File: config.mk
export PLATFORM = sky130hd
export DESIGN_NAME = float_dot_product_accumulator
export DESIGN_NICKNAME = d
export VERILOG_FILES = /design/src/design/fdpa_pkg.sv /design/src/design/float_dot_product_accumulator.sv /design/src/design/fdpa_front.sv /design/src/design/fdpa_queue.sv /design/src/design/fdpa_back.sv
export SDC_FILE = /design/constraint.sdc
export NUM_CORES = 2
export LEC_CHECK = 0
export BUFFER_PORTS_ARGS = -buffer_cell sky130_fd_sc_hd__buf_2
export CELL_PAD_IN_SITES_DETAIL_PLACEMENT = 0
export CELL_PAD_IN_SITES_GLOBAL_PLACEMENT = 1
export CORE_UTILIZATION = 45
export DETAILED_ROUTE_END_ITERATION = 10
export HOLD_SLACK_MARGIN = 0.1
export PLACE_DENSITY_LB_ADDON = 0.1
export SYNTH_ARGS = -nofsm -noshare
export SYNTH_HDL_FRONTEND = slang
export SYNTH_SLANG_ARGS = --single-unit
File: constraint.sdc
create_clock -name clk_i -period 13.5 [get_ports clk_i]
set_input_delay 2.025 -clock clk_i [delete_from_list [all_inputs] [get_ports clk_i]]
set_output_delay 2.025 -clock clk_i [all_outputs]
set_load 0.02 [all_outputs]
File: src/design/fdpa_pkg.sv
// Shared types, constants and single-precision arithmetic helpers for the dot-product unit.
package fdpa_pkg;

  localparam int FieldLanes = 4;
  localparam int QueueDepth = 2;
  localparam logic [31:0] CanonNan = 32'h7FC0_0000;

  // One queued word: converted operands plus control.
  typedef struct packed {
    logic [FieldLanes-1:0][31:0] act;
    logic [FieldLanes-1:0][31:0] wt;
    logic [2:0]                  lanes;
    logic [31:0]                 bias;
    logic                        first;
    logic                        last;
  } item_t;

  // Unrounded value m * 2^(e-150), or a ready special result.
  typedef struct packed {
    logic               sign;
    logic signed [11:0] e;
    logic [47:0]        m;
    logic               spec;
    logic [31:0]        spec_val;
  } nrm_in_t;

  // Normalize plan: target exponent and signed shift (positive = right).
  typedef struct packed {
    logic               sign;
    logic signed [11:0] et;
    logic signed [11:0] s;
    logic [47:0]        m;
    logic               spec;
    logic [31:0]        spec_val;
  } nrm_mid_t;

  // Exact half to single conversion.
  function automatic logic [31:0] half_to_single(input logic [15:0] h);
    logic [4:0]  ex;
    logic [9:0]  man;
    logic [3:0]  k;
    logic [9:0]  nm;
    logic [7:0]  ef;
    logic [31:0] o;
    ex  = h[14:10];
    man = h[9:0];
    k   = '0;
    nm  = '0;
    ef  = '0;
    o   = '0;
    for (int i = 0; i < 10; i++) begin
      if (man[i]) k = 4'(i);
    end
    if (ex == 5'd0) begin
      if (man != 10'd0) begin
        // subnormal half: leading one becomes the hidden bit
        nm = man << (4'd10 - k);
        ef = 8'd103 + {4'b0, k};
        o  = {1'b0, ef, nm, 13'b0};
      end
    end else if (ex == 5'h1F) begin
      o = {1'b0, 8'hFF, man, 13'b0};
      if (man != 10'd0) o = o | 32'h0040_0000;
    end else begin
      ef = {3'b0, ex} + 8'd112;
      o  = {1'b0, ef, man, 13'b0};
    end
    return {h[15], o[30:0]};
  endfunction

  // Product setup: exact 48-bit mantissa product and specials.
  function automatic nrm_in_t fp_mul_unpack(input logic [31:0] a, input logic [31:0] b);
    nrm_in_t r;
    logic [7:0]  ea, eb;
    logic [23:0] ma, mb;
    logic nan_a, nan_b, inf_a, inf_b, zer_a, zer_b;
    ea    = (a[30:23] == 8'd0) ? 8'd1 : a[30:23];
    eb    = (b[30:23] == 8'd0) ? 8'd1 : b[30:23];
    ma    = {|a[30:23], a[22:0]};
    mb    = {|b[30:23], b[22:0]};
    nan_a = (a[30:23] == 8'hFF) && (a[22:0] != 23'd0);
    nan_b = (b[30:23] == 8'hFF) && (b[22:0] != 23'd0);
    inf_a = (a[30:23] == 8'hFF) && (a[22:0] == 23'd0);
    inf_b = (b[30:23] == 8'hFF) && (b[22:0] == 23'd0);
    zer_a = (a[30:0] == 31'd0);
    zer_b = (b[30:0] == 31'd0);
    r.sign     = a[31] ^ b[31];
    r.e        = $signed({4'b0, ea}) + $signed({4'b0, eb}) - 12'sd150;
    r.m        = {24'b0, ma} * {24'b0, mb};
    r.spec     = 1'b0;
    r.spec_val = '0;
    if (nan_a || nan_b || (inf_a && zer_b) || (zer_a && inf_b)) begin
      r.spec     = 1'b1;
      r.spec_val = CanonNan;
    end else if (inf_a || inf_b) begin
      r.spec     = 1'b1;
      r.spec_val = {r.sign, 8'hFF, 23'd0};
    end
    return r;
  endfunction

  // Add setup: order by magnitude, align with guard/round/sticky, add or subtract.
  function automatic nrm_in_t fp_add_unpack(input logic [31:0] a, input logic [31:0] b);
    nrm_in_t r;
    logic [31:0] x, y;
    logic [7:0]  ex, ey, d;
    logic [4:0]  dc;
    logic [26:0] mx3, my3, sh, yal;
    logic [27:0] sum;
    logic nan_a, nan_b, inf_a, inf_b;
    nan_a = (a[30:23] == 8'hFF) && (a[22:0] != 23'd0);
    nan_b = (b[30:23] == 8'hFF) && (b[22:0] != 23'd0);
    inf_a = (a[30:23] == 8'hFF) && (a[22:0] == 23'd0);
    inf_b = (b[30:23] == 8'hFF) && (b[22:0] == 23'd0);
    if (a[30:0] < b[30:0]) begin
      x = b;
      y = a;
    end else begin
      x = a;
      y = b;
    end
    ex  = (x[30:23] == 8'd0) ? 8'd1 : x[30:23];
    ey  = (y[30:23] == 8'd0) ? 8'd1 : y[30:23];
    d   = ex - ey;
    dc  = (d > 8'd27) ? 5'd27 : d[4:0];
    mx3 = {|x[30:23], x[22:0], 3'b0};
    my3 = {|y[30:23], y[22:0], 3'b0};
    sh  = my3 >> dc;
    yal = sh | {26'b0, ((sh << dc) != my3)};
    if (x[31] == y[31]) sum = {1'b0, mx3} + {1'b0, yal};
    else                sum = {1'b0, mx3} - {1'b0, yal};
    r.sign     = (sum == 28'd0) ? (x[31] & y[31]) : x[31];
    r.e        = $signed({4'b0, ex}) - 12'sd3;
    r.m        = {20'b0, sum};
    r.spec     = 1'b0;
    r.spec_val = '0;
    if (nan_a || nan_b || (inf_a && inf_b && (a[31] != b[31]))) begin
      r.spec     = 1'b1;
      r.spec_val = CanonNan;
    end else if (inf_a) begin
      r.spec     = 1'b1;
      r.spec_val = a;
    end else if (inf_b) begin
      r.spec     = 1'b1;
      r.spec_val = b;
    end
    return r;
  endfunction

  // Leading-one search and shift plan, clamped at the subnormal exponent.
  function automatic nrm_mid_t nrm_plan(input nrm_in_t n);
    nrm_mid_t r;
    logic [5:0] p;
    logic signed [11:0] et;
    p = '0;
    for (int i = 0; i < 48; i++) begin
      if (n.m[i]) p = 6'(i);
    end
    et = n.e + $signed({6'b0, p}) - 12'sd23;
    if (et < 12'sd1) et = 12'sd1;
    r.sign     = n.sign;
    r.et       = et;
    r.s        = et - n.e;
    r.m        = n.m;
    r.spec     = n.spec;
    r.spec_val = n.spec_val;
    return r;
  endfunction

  // Shift, round to nearest even, pack.
  function automatic logic [31:0] nrm_round(input nrm_mid_t n);
    logic [72:0] w, sh;
    logic [6:0]  sc;
    logic [4:0]  ls;
    logic [11:0] neg_s;
    logic [23:0] mant;
    logic [24:0] mr;
    logic        g, st;
    logic signed [11:0] et2;
    logic [31:0] r;
    w     = {n.m, 25'b0};
    sh    = '0;
    g     = 1'b0;
    st    = 1'b0;
    neg_s = 12'd0 - n.s;
    ls    = neg_s[4:0];
    sc    = (n.s > 12'sd73) ? 7'd73 : n.s[6:0];
    if (n.s < 12'sd0) begin
      mant = 24'(n.m << ls);
    end else begin
      sh   = w >> sc;
      st   = ((sh << sc) != w) || (sh[23:0] != 24'd0);
      g    = sh[24];
      mant = sh[48:25];
    end
    mr  = {1'b0, mant} + {24'b0, (g & (st | mant[0]))};
    et2 = n.et;
    if (mr[24]) begin
      mant = mr[24:1];
      et2  = n.et + 12'sd1;
    end else begin
      mant = mr[23:0];
    end
    if (et2 >= 12'sd255) r = {n.sign, 8'hFF, 23'd0};
    else if ((et2 == 12'sd1) && !mant[23]) r = {n.sign, 8'h00, mant[22:0]};
    else r = {n.sign, et2[7:0], mant[22:0]};
    if (n.m == 48'd0) r = {n.sign, 31'd0};
    if (n.spec) r = n.spec_val;
    return r;
  endfunction

  function automatic logic [31:0] canon_nan(input logic [31:0] v);
    return ((v[30:23] == 8'hFF) && (v[22:0] != 23'd0)) ? CanonNan : v;
  endfunction

endpackage

File: src/design/float_dot_product_accumulator.sv
// The back end takes one queued word at a time; the shared multiply/add/normalize/round
//   sequence runs each lane as multiply, normalize, round, add, normalize, round on the sum.
// Input words are queued back to back in a two-word queue until it is full (in_stall_o).
// Reset (async, active low) clears the sum to +0.0, the weight format to single,
//   the queue and the output valid flag.
module float_dot_product_accumulator import fdpa_pkg::*; #(
  parameter int LANES = 4
) (
  input  logic        clk_i,
  input  logic        rst_ni,
  input  logic        cfg_we_i,
  input  logic        cfg_wdata_i,
  input  logic        in_valid_i,
  output logic        in_stall_o,
  input  logic [31:0] act_lane0_i,
  input  logic [31:0] act_lane1_i,
  input  logic [31:0] act_lane2_i,
  input  logic [31:0] act_lane3_i,
  input  logic [31:0] wt_lane0_i,
  input  logic [31:0] wt_lane1_i,
  input  logic [31:0] wt_lane2_i,
  input  logic [31:0] wt_lane3_i,
  input  logic [2:0]  lanes_used_i,
  input  logic [31:0] bias_value_i,
  input  logic        first_item_i,
  input  logic        last_item_i,
  output logic        out_valid_o,
  input  logic        out_stall_i,
  output logic [31:0] dot_sum_o
);

  logic  q_full, q_push, q_pop, q_valid;
  item_t q_in, q_out;

  fdpa_front #(.LANES(LANES)) u_front (
    .clk_i, .rst_ni, .cfg_we_i, .cfg_wdata_i, .in_valid_i, .in_stall_o,
    .act_lane0_i, .act_lane1_i, .act_lane2_i, .act_lane3_i,
    .wt_lane0_i, .wt_lane1_i, .wt_lane2_i, .wt_lane3_i,
    .lanes_used_i, .bias_value_i, .first_item_i, .last_item_i,
    .q_full_i (q_full),
    .q_push_o (q_push),
    .q_item_o (q_in)
  );

  fdpa_queue u_queue (
    .clk_i, .rst_ni,
    .push_i  (q_push),
    .item_i  (q_in),
    .full_o  (q_full),
    .pop_i   (q_pop),
    .valid_o (q_valid),
    .item_o  (q_out)
  );

  fdpa_back u_back (
    .clk_i, .rst_ni,
    .q_valid_i (q_valid),
    .q_item_i  (q_out),
    .q_pop_o   (q_pop),
    .out_valid_o, .out_stall_i, .dot_sum_o
  );

endmodule

File: src/design/fdpa_front.sv
// Front end: weight format register, half-to-single conversion, lane clamp, queue push.
module fdpa_front import fdpa_pkg::*; #(
  parameter int LANES = 4
) (
  input  logic        clk_i,
  input  logic        rst_ni,
  input  logic        cfg_we_i,
  input  logic        cfg_wdata_i,
  input  logic        in_valid_i,
  output logic        in_stall_o,
  input  logic [31:0] act_lane0_i,
  input  logic [31:0] act_lane1_i,
  input  logic [31:0] act_lane2_i,
  input  logic [31:0] act_lane3_i,
  input  logic [31:0] wt_lane0_i,
  input  logic [31:0] wt_lane1_i,
  input  logic [31:0] wt_lane2_i,
  input  logic [31:0] wt_lane3_i,
  input  logic [2:0]  lanes_used_i,
  input  logic [31:0] bias_value_i,
  input  logic        first_item_i,
  input  logic        last_item_i,
  input  logic        q_full_i,
  output logic        q_push_o,
  output item_t       q_item_o
);

  localparam logic [2:0] LaneCap = 3'((LANES < FieldLanes) ? LANES : FieldLanes);

  logic                        wfmt_q;
  logic [FieldLanes-1:0][31:0] wt_raw;

  // weight format register
  always_ff @(posedge clk_i or negedge rst_ni) begin
    if (!rst_ni) begin
      wfmt_q <= 1'b0;
    end else if (cfg_we_i) begin
      wfmt_q <= cfg_wdata_i;
    end
  end

  assign wt_raw = {wt_lane3_i, wt_lane2_i, wt_lane1_i, wt_lane0_i};

  // build the queued word
  always_comb begin
    q_item_o.act   = {act_lane3_i, act_lane2_i, act_lane1_i, act_lane0_i};
    for (int i = 0; i < FieldLanes; i++) begin
      q_item_o.wt[i] = wfmt_q ? half_to_single(wt_raw[i][15:0]) : wt_raw[i];
    end
    q_item_o.lanes = (lanes_used_i > LaneCap) ? LaneCap : lanes_used_i;
    q_item_o.bias  = bias_value_i;
    q_item_o.first = first_item_i;
    q_item_o.last  = last_item_i;
  end

  assign in_stall_o = q_full_i;
  assign q_push_o   = in_valid_i && !q_full_i;

endmodule

File: src/design/fdpa_queue.sv
// Two-word queue between front end and arithmetic back end.
module fdpa_queue import fdpa_pkg::*; (
  input  logic  clk_i,
  input  logic  rst_ni,
  input  logic  push_i,
  input  item_t item_i,
  output logic  full_o,
  input  logic  pop_i,
  output logic  valid_o,
  output item_t item_o
);

  localparam int PtrW = (QueueDepth > 1) ? $clog2(QueueDepth) : 1;
  localparam int CntW = $clog2(QueueDepth + 1);

  item_t             mem_q [QueueDepth];
  logic [PtrW-1:0]   wr_ptr_q, rd_ptr_q;
  logic [CntW-1:0]   cnt_q;
  logic              do_push, do_pop;

  assign full_o  = (cnt_q == CntW'(QueueDepth));
  assign valid_o = (cnt_q != '0);
  assign item_o  = mem_q[rd_ptr_q];
  assign do_push = push_i && !full_o;
  assign do_pop  = pop_i && valid_o;

  // storage
  always_ff @(posedge clk_i) begin
    if (do_push) mem_q[wr_ptr_q] <= item_i;
  end

  // pointers and fill count
  always_ff @(posedge clk_i or negedge rst_ni) begin
    if (!rst_ni) begin
      wr_ptr_q <= '0;
      rd_ptr_q <= '0;
      cnt_q    <= '0;
    end else begin
      if (do_push) begin
        wr_ptr_q <= (wr_ptr_q == PtrW'(QueueDepth - 1)) ? '0 : wr_ptr_q + 1'b1;
      end
      if (do_pop) begin
        rd_ptr_q <= (rd_ptr_q == PtrW'(QueueDepth - 1)) ? '0 : rd_ptr_q + 1'b1;
      end
      if (do_push && !do_pop)      cnt_q <= cnt_q + 1'b1;
      else if (do_pop && !do_push) cnt_q <= cnt_q - 1'b1;
    end
  end

endmodule

File: src/design/fdpa_back.sv
// Back end: lane sequencer with shared multiply, add, normalize and round steps.
module fdpa_back import fdpa_pkg::*; (
  input  logic        clk_i,
  input  logic        rst_ni,
  input  logic        q_valid_i,
  input  item_t       q_item_i,
  output logic        q_pop_o,
  output logic        out_valid_o,
  input  logic        out_stall_i,
  output logic [31:0] dot_sum_o
);

  localparam logic [2:0] StIdle = 3'd0;
  localparam logic [2:0] StMul  = 3'd1;
  localparam logic [2:0] StAdd  = 3'd2;
  localparam logic [2:0] StNlz  = 3'd3;
  localparam logic [2:0] StNrnd = 3'd4;
  localparam logic [2:0] StDone = 3'd5;

  logic [2:0]  state_q, state_d;
  item_t       item_q;
  logic [1:0]  idx_q;
  logic        op_add_q;
  nrm_in_t     nin_q;
  nrm_mid_t    nmid_q;
  logic [31:0] prod_q, sum_q, dot_sum_q;
  logic        out_valid_q;
  logic [31:0] rnd;
  logic        out_free;
  logic        out_load;
  logic        lane_end;

  assign rnd      = nrm_round(nmid_q);
  assign out_free = !out_valid_q || !out_stall_i;
  assign out_load = (state_q == StDone) && item_q.last && out_free;
  assign lane_end = ({1'b0, idx_q} + 3'd1) == item_q.lanes;
  assign q_pop_o  = (state_q == StIdle) && q_valid_i;

  // next state
  always_comb begin
    state_d = state_q;
    case (state_q)
      StIdle: if (q_valid_i) state_d = (q_item_i.lanes == 3'd0) ? StDone : StMul;
      StMul:  state_d = StNlz;
      StAdd:  state_d = StNlz;
      StNlz:  state_d = StNrnd;
      StNrnd: state_d = !op_add_q ? StAdd : (lane_end ? StDone : StMul);
      StDone: if (!item_q.last || out_free) state_d = StIdle;
      default: state_d = StIdle;
    endcase
  end

  // control state
  always_ff @(posedge clk_i or negedge rst_ni) begin
    if (!rst_ni) begin
      state_q     <= StIdle;
      sum_q       <= '0;
      out_valid_q <= 1'b0;
      idx_q       <= '0;
    end else begin
      state_q <= state_d;
      if (out_load) out_valid_q <= 1'b1;
      else if (out_valid_q && !out_stall_i) out_valid_q <= 1'b0;
      case (state_q)
        StIdle: begin
          idx_q <= '0;
          if (q_valid_i && q_item_i.first) sum_q <= q_item_i.bias;
        end
        StNrnd: begin
          if (op_add_q) begin
            sum_q <= rnd;
            idx_q <= idx_q + 2'd1;
          end
        end
        default: ;
      endcase
    end
  end

  // datapath registers
  always_ff @(posedge clk_i) begin
    case (state_q)
      StIdle: if (q_valid_i) item_q <= q_item_i;
      StMul: begin
        nin_q    <= fp_mul_unpack(item_q.act[idx_q], item_q.wt[idx_q]);
        op_add_q <= 1'b0;
      end
      StAdd: begin
        nin_q    <= fp_add_unpack(sum_q, prod_q);
        op_add_q <= 1'b1;
      end
      StNlz:  nmid_q <= nrm_plan(nin_q);
      StNrnd: if (!op_add_q) prod_q <= rnd;
      StDone: if (out_load) dot_sum_q <= canon_nan(sum_q);
      default: ;
    endcase
  end

  assign out_valid_o = out_valid_q;
  assign dot_sum_o   = dot_sum_q;

endmodule

==> metrics.md <==
| Metric | Value |
|---|---|
| Total Routed Length | 302 mm |
| Worst path slowest cell | o21ai_2 |
| Critical path startpoint category | flop |
| Place WS | 0.409 ns |
| Ys async rst share | 0.0373 |
| Cells after DPL | 10,388 |
| Syn_area_per_cell | 10.7 sq um |
| Synth top area share | 0.402 |
| FILL cells | 16,588 |
| Vias per inst | 5.99 |
| Synth warn | 0 |
| # DRC | 0 |
| Crit path kind | flop to flop |
| Final Non-Filler Cells | 10,623 |
| Remaining Overflow, GRT | 0 |
| Final nets | 9,150 |
| Area grow syn2layout | 11.3% |
| Post-synth EDFFs | 1,111 |
| Max-slew violations | 0 |
| Cts hold-fix bufs | 0 |
| Hold_ws | 0.410 ns |
| Final RePlAce weighted congestion | 1.00 |
| Clock Tree Buf Depth | 3 |
| Cell count after synthesis | 7,768 |
| Largest net degree at the start of global routing | 136 |
| Synth unique cells | 105 |
| Fin crit share | 0.947 |
| Synthesized flop and latch total | 1,154 |
| Critical path's most frequent cell | inv_1 |
| Routed Antenna Nets | 0 |
| Detailed Place HPWL | 228 mm |
| Clk Tree Root Cell | clkbuf_16 |
| Chip height | 432 um |
| First-pass GRT wire length | 437 mm |
| Core area | 183,000 sq um |
| Fmax achieved | 78.2 MHz |
| Initial antenna violation count | 36 |
| Worst-Margin Slew | 1.35 ns |
| Initial Util | 0.453 |
| Worst-Skew Late Latency | 0.78 ns |
| Post-Syn Area | 83,000 sq um |
| Critical Path End Type | flop |
| Final Hold Fails | 0 |
| WP data arrival | 13.25 ns |
| Post-route worst setup slack | 0.712 ns |
| Die area | 186,000 sq um |
| Critical path buffer and inverter count | 7 |
| Status | complete, no violations |
| IO Pins | 333 |
| Avg WL per Cell | 28.4 um |
| # Max-Cap Violations | 0 |
| Seq/Total Area, Yosys | 0.415 |
| Total GRT Usage | 0.320 |
| Setup TNS Final | 0 ns |
| Synth top area cells | edfxtp_1, fa_1, mux2_2, ha_1, nand2_1 |
| Worst Path Required | 13.96 ns |
| Vias in the first global route | 63,077 |
| Clock slew at reported path FFs | 0.07 ns |
| Initial DRC count | 6,108 |
| H-tree depth | 3 |
| Drt pass-1 iters | 6 |
| Rows | 157 |
| Share of post-route cells with drive strength above 1 | 0.165 |
| Critical path's top delay family | compound AO/OA/AOI/OAI gates |
| Clk_skew | 0.0754 ns |
| Critical path peak fanout | 14 |
| Post-synth top flop | edfxtp_1 |
| Setup violators final | 0 |
| Clock Sinks | 1,154 |
| Total CTS buffers | 119 |
| Number of port buffers | 332 |
| Post-layout min period | 12.79 ns |
| Delay of the slowest critical-path stage | 0.66 ns |
| Slew HR | 0.0728 |
| Vias | 63,614 |
| Cell taking the most area after synthesis | edfxtp_1 |
| RSZ-0062 raised after global routing | false |
| Die Wd | 432 um |
| Worst min path class | flop to flop |
| CTS tree | built |
[layout by cell type, fill, tap and decap left out, types with 50 or more instances in the layout]
master	Yosys	layout
edfxtp_1	1111	1111
nand2_1	933	930
inv_1	697	695
nor2_1	637	626
fa_1	487	487
a21oi_1	408	405
mux2_2	351	351
buf_2	23	332
mux2i_1	322	314
ha_1	313	313
o21ai_0	256	254
buf_4	6	244
nand3_1	165	164
clkbuf_16	0	120
nor3_1	116	115
mux4_2	106	106
xnor2_1	101	101
a22oi_1	91	91
nor2b_1	88	88
and2_1	89	88
xor2_1	65	65
a21o_1	57	57
o22ai_1	57	57
nor4_1	54	54
a31oi_1	50	50
a211oi_1	50	50
[through the flow]
step	utilization	instance area, sq um
finish	0.504	92400
global route	0.504	92400
CTS	0.503	92200
detailed placement	0.481	88200
global placement	0.481	88200
floorplan	-	83100
[worst register-to-register path: cells and delay by family, from the launching register on]
family	cells	cell delay (ns)
compound gates	23	6.08
mux	1	0.32
flops	1	0.46
simple gates	14	3.31
buf+inv	7	0.97
xor+xnor	1	0.11
fa+ha+maj	4	1.30
[cells in the mapped netlist, drive strengths merged, types with 33 or more instances]
cell and instances:
nand2 934, nor3 119, dfrtp 43, o22ai 57
a21o 58, nand3 165, xor2 65, clkbuf 338
o21bai 48, xnor2 101, nand2b 39, and2 90
mux2i 322, mux4 106, nand4 45, edfxtp 1111
buf 100, a211oi 55, a221oi 42, a21oi 412
inv 698, a22oi 91, and3 33, o21ai 299
ha 313, mux2 351, fa 487, o211ai 47
nor4 55, o21a 46, nor2 639, a31oi 50
nor2b 88
[timing repair]
action,in CTS,in global routing
buffers inserted,0,6
endpoints found under the setup margin,0,2
resized for setup,0,25
endpoints found under the hold margin,0,0
[worst paths after layout]
path,startpoint,endpoint,slack (ns),cells past startpoint
min reg2reg,u_back.nin_q[25],u_back.nmid_q[25],0.41,0
max,u_back.sum_q[24],u_back.nin_q[93],0.71,50
min in group asynchronous,rst_ni,u_front.wfmt_q,1.39,2
min,u_back.nin_q[25],u_back.nmid_q[25],0.41,0
max reg2reg,u_back.sum_q[24],u_back.nin_q[93],0.71,50
max in group asynchronous,rst_ni,u_back.idx_q[0],11.55,2
[registers in the layout, indices dropped and copies added, names as in the netlist]
name and count:
u_back.item_q 260, u_back.state_q 3, u_back.prod_q 32, u_back.op_add_q 1, u_queue.mem_q 586, u_back.dot_sum_o 32
u_back.nmid_q 106, u_back.sum_q 32, u_back.nin_q 94, u_back.out_valid_o 1, u_back.idx_q 2, u_queue.wr_ptr_q 1
u_queue.rd_ptr_q 1, u_queue.cnt_q 2, u_front.wfmt_q 1
[layout make-up]
| class | count | area [sq um] | share of cell area |
|---|---|---|---|
| timing repair buffer | 579 | 3540 | 0.0384 |
| sequential | 1154 | 34500 | 0.373 |
| clock inverter | 67 | 882 | 0.00954 |
| inverter | 705 | 2650 | 0.0287 |
| clock buffer | 150 | 3170 | 0.0342 |
| antenna | 12 | 30.0 | 0.000325 |
| tap | 2464 | 3080 | 0.0334 |
| multi-input combinational | 5492 | 44600 | 0.483 |
[routing by layer]
metal  track usage  share of wire
met5             0        0.00047
met3        0.0572          0.071
met2         0.512           0.46
met1         0.432           0.42
met4         0.128          0.046
[logic make-up (layout without fill, tap and decap cells)]
| kind of cell | after synthesis | after routing | share of synthesized area |
|---|---|---|---|
| AO/OA/AOI/OAI | 1424 | 1424 | 0.112 |
| AND/OR/NAND/NOR | 2301 | 2301 | 0.123 |
| other | 1 | 34 | 0.0000452 |
| buffers and inverters | 1143 | 1501 | 0.0527 |
| XOR/XNOR | 166 | 166 | 0.0175 |
| adder cells (fa/ha/maj) | 800 | 800 | 0.165 |
| multiplexers | 779 | 779 | 0.115 |
| flip-flops | 1154 | 1154 | 0.415 |
Power is left out: the tool's default activity adds up to more than one toggle a clock period on the data nets, which glitch-free logic cannot reach.
